<file path="config.mk">
export PLATFORM = sky130hd
export DESIGN_NAME = bmg_sqrt
export DESIGN_NICKNAME = d
export VERILOG_FILES = /design/src/hdl/bmg_sqrt.sv
export SDC_FILE = /design/constraint.sdc
export NUM_CORES = 2
export LEC_CHECK = 0
export ABC_AREA = 1
export BUFFER_PORTS_ARGS = -buffer_cell sky130_fd_sc_hd__buf_2
export CORE_MARGIN = 4
export CORE_UTILIZATION = 30
export CTS_CLUSTER_SIZE = 40
export DETAILED_ROUTE_END_ITERATION = 10
export GPL_TIMING_DRIVEN = 0
export PLACE_DENSITY_LB_ADDON = 0.25
export SLEW_MARGIN = 10
export SYNTH_ARGS = -nofsm -noshare
export SYNTH_HDL_FRONTEND = slang
export SYNTH_SLANG_ARGS = --single-unit
export TNS_END_PERCENT = 1
</file>
<file path="constraint.sdc">
create_clock -name clk -period 2.9 [get_ports clk]
set_input_delay 0.29 -clock clk [delete_from_list [all_inputs] [get_ports clk]]
set_output_delay 0.29 -clock clk [all_outputs]
set_load 0.02 [all_outputs]
</file>
<file path="src/hdl/bmg_sqrt.sv">
// Integer square root of t<<16, one result bit per stage.
module bmg_sqrt #(
  parameter int TW = 39,
  parameter int SQ = 28
) (
  input  logic          clk,
  input  logic          rst,
  input  logic          adv,
  input  logic          in_valid,
  input  logic [TW-1:0] t,
  output logic          out_valid,
  output logic [SQ-1:0] s
);

  localparam int NE = 2 * SQ;
  localparam int RW = SQ + 2;

  logic [SQ-1:0] root[SQ];
  logic [RW-1:0] rem [SQ];
  logic [NE-1:0] nsh [SQ];
  logic          val [SQ];

  for (genvar k = 0; k < SQ; k++) begin : g_step
    logic [SQ-1:0] root_in;
    logic [RW-1:0] rem_in;
    logic [NE-1:0] n_in;
    logic          val_in;
    logic [RW-1:0] rn;
    logic [RW-1:0] trial;
    logic          take;

    if (k == 0) begin : g_first
      assign root_in = '0;
      assign rem_in = '0;
      assign n_in = NE'({t, 16'd0});
      assign val_in = in_valid;
    end else begin : g_next
      assign root_in = root[k-1];
      assign rem_in = rem[k-1];
      assign n_in = nsh[k-1];
      assign val_in = val[k-1];
    end

    assign rn = {rem_in[SQ-1:0], n_in[NE-1:NE-2]};
    assign trial = {root_in, 2'b01};
    assign take = rn >= trial;

    always_ff @(posedge clk) begin
      if (rst) val[k] <= 1'b0;
      else if (adv) val[k] <= val_in;
    end

    always_ff @(posedge clk) begin
      if (adv) begin
        root[k] <= {root_in[SQ-2:0], take};
        rem[k]  <= take ? rn - trial : rn;
        nsh[k]  <= n_in << 2;
      end
    end
  end

  assign out_valid = val[SQ-1];
  assign s = root[SQ-1];

endmodule

</file>
==> out/qor.yml <==
core-area_um2: 300000
rr_worst_depth: 11
hold_path_class: "in2reg"
antenna_found_initial: 2
grt_pass1_vias: 66600
area_growth_pct: 13.6
critical_path_class: "reg2reg"
fin_nets: 11700
start_kind: "register"
dieWidth_um: 557
first_pass_iters: 6
critPathSlowestCell: "edfxtp_1"
powerDensity_nw_per_um2: 679
slowest_delay_ns: 0.39
drt-total-wl_um: 244000
irDropWorstVdd_mv: 0.577
synthArstFlopShare_pct: 0
timing_max_transition_violations_final: 0
path_cells: "inv_1 -> ha_1 -> nand2_1 -> nand2_1 -> nor2_2 -> o21ai_1 -> nand2_1 -> nand3_2 -> nor2_4 -> buf_2 -> a21oi_1"
rsz0062_at_grt: "false"
synth_cell_types: 56
ys_ff_latch: 1518
cts_sinks: 1518
vias_per_cell: 4.48
syn_area_um2: 90500
gp_congestion: 0.901
synth_enable_flop_cells: 1518
max_freq_mhz: 365
drive_gt1_share_pct: 6.78
critPathMaxFanout: 10
synthesis.nets: 11400
cts_tree: "yes"
worstSkewPairLatency_ns: 0.89
p_leak_uw: 0.0468
cts_buffers: 182
critPathRequiredTime_ns: 3.46
ctsHtreeMaxLevel: 4
cp.arrival_ns: 3.30
relSlewSlack_pct: 40.3
drc_errors: 0
pre_cts_ws_ns: -1.21
worst_slew_pin_slew_ns: 0.896
multi_input_area_um2: 36800
crit_family: "simple AND/OR/NAND/NOR gates"
rrSetupSlack_ns: 0.16
hold_start: "adv"
drt_iter0_markers: 4751
skew_ns: 0.0698
grt_max_degree: 157
r2r_end: "rem[10][23]$_DFFE_PP_"
start_util_pct: 30.2
die_area_um2: 310000
cts.clk_slew.worst_paths_ns: 0.06
synthCells: 10900
fin_crit_sh_pct: 94.5
maxCapViolCount: 0
worstReg2RegStart: "root[9][1]$_DFFE_PP_"
port_buffers: 71
ant_nets: 0
seqCellArea_um2: 45600
fp-row-count: 201
seq_area_frac_synth_pct: 50.4
finalCriticalPeriod_ns: 2.74
synth_warnings: 0
grt-ovfl-total: 0
synth.avg_cell_area_um2: 8.28
hold_ws_ns: 0.0474
num-fill-cells: 31400
die_h_um: 557
io_pins: 72
route.vias.total: 68800
min_path_cells: 2
worstPathBufferInverterCount: 2
wl_per_cell_um: 15.9
clock_path_buffers: 4
synthFlopType: "edfxtp_1"
min_to: "nsh[2][29]$_DFFE_PP_"
outcome: "finished clean"
crit_top_cell: "nand2_1"
grt_util_all_layers_pct: 15.4
setup_violations: 0
hpwl_um: 191000
fin_ws_ns: 0.160
grt_pass1_wl_um: 379000
fin_tns_setup_ns: 0
cts_root_buf: "clkbuf_16"
hold_violations: 0
crit_path_end_kind: "register"
## Yosys cell counts, types with 24 or more instances
cell type | count | area [um^2]
nand2_1 | 3664 | 13800
inv_1 | 1937 | 7270
edfxtp_1 | 1518 | 45600
nor2_1 | 903 | 3390
nand3_1 | 669 | 3350
ha_1 | 418 | 5230
a21oi_1 | 408 | 2040
o21ai_0 | 215 | 1080
xor2_1 | 177 | 1550
nand4_1 | 161 | 1010
nor3_1 | 113 | 566
xnor2_1 | 108 | 946
nand3b_1 | 67 | 503
a21oi_2 | 65 | 569
o21ai_1 | 46 | 230
or2_2 | 44 | 275
nand2_2 | 43 | 269
o21ai_2 | 39 | 342
buf_6 | 34 | 383
o21bai_1 | 31 | 233
nor2_2 | 30 | 188
buf_4 | 29 | 218
inv_2 | 28 | 105
buf_2 | 24 | 120
## power by group
part	switching [uW]	internal, uW
logic	11600	5830
registers	1880	27600
clock network	9460	13400
total	23000	46800
## worst max-delay path by stage
stage,start,to,slack (ns),depth (start not counted)
2_1_floorplan,root[20][0]$_DFFE_PP_,rem[21][11]$_DFFE_PP_,0.60,17
3_3_place_gp,adv,val[0][5]$_DFFE_PP_,-29.34,4
3_5_place_dp,adv,val[0][13]$_DFFE_PP_,-1.21,6
4_1_cts,root[21][0]$_DFFE_PP_,rem[22][9]$_DFFE_PP_,-0.007,17
5_1_grt,root[21][0]$_DFFE_PP_,rem[22][8]$_DFFE_PP_,0.01,17
6_report,root[9][1]$_DFFE_PP_,rem[10][23]$_DFFE_PP_,0.16,11
## state kept, by name (all words and copies together), names as in the netlist
register	flops
rem	704
val	28
root	406
nsh	380
## cells in the final DEF, fill, tap and decap left out, types with 48 or more instances in the layout
cell	netlist	routed
xor2_1	177	177
xnor2_1	108	108
nand3_1	669	664
inv_1	1937	1936
nand2_2	43	48
nand3b_1	67	67
a21oi_2	65	65
edfxtp_1	1518	1518
buf_2	24	94
a21oi_1	408	408
nand4_1	161	161
nor2_1	903	903
ha_1	418	417
clkbuf_16	0	182
o21ai_0	215	215
nand2_1	3664	3659
nor3_1	113	113
## worst register-to-register path, cell delays in order, from the launching register on
cell      delay, ns
edfxtp_1       0.39
inv_1          0.06
ha_1           0.36
nand2_1        0.09
nand2_1        0.08
nor2_2         0.25
o21ai_1        0.18
nand2_1        0.15
nand3_2        0.10
nor2_4         0.25
buf_2          0.33
a21oi_1        0.15
## final cells by class
cell class | count | area share (%)
Antenna cell | 3 | 0.00730
Tap cell | 3958 | 4.82
Timing Repair Buffer | 139 | 1.24
Clock inverter | 129 | 1.33
Clock buffer | 202 | 4.50
Buffer | 93 | 0.761
Inverter | 1972 | 7.22
Sequential cell | 1518 | 44.4
Multi-Input combinational cell | 7339 | 35.8
## cell families (layout without fill, tap and decap cells)
family | count (synthesis) | after routing | synth area share (%)
buf+inv | 2065 | 2535 | 9.06
fa+ha+maj | 425 | 425 | 5.94
simple gates | 5800 | 5800 | 26.7
xor+xnor | 285 | 285 | 2.76
flops | 1518 | 1518 | 50.4
compound gates | 828 | 828 | 5.16
other cells | 1 | 4 | 0.00414
## routing by layer
metal	GRT usage [%]	wire length [um]	share of wire, %
met3	1.54	8460	3.5
met5	0	0	0
met1	20.6	112000	46
met2	26.3	116000	47
met4	4.77	7330	3.0
## stage by stage
step	utilization, %	std cells	power, uW	area (um^2)
5_1_grt	34.3	15400	74300	103000
3_3_place_gp	31.9	15000	48300	95800
4_1_cts	34.2	15300	70800	103000
6_report	34.3	15400	69800	103000
2_1_floorplan	-	10900	41400	90500
3_5_place_dp	32.0	15000	47200	96100
## timing repair
item | CTS | global route
gates cloned | 1 | 0
hold buffers | 46 | 0
setup endpoints to repair | 61 | 89
gates resized for setup | 3 | 15
endpoints found under the hold margin | 121 | 0
pin swaps | 0 | 4
setup buffers | 0 | 10
(Power assumes the default switching activity.)
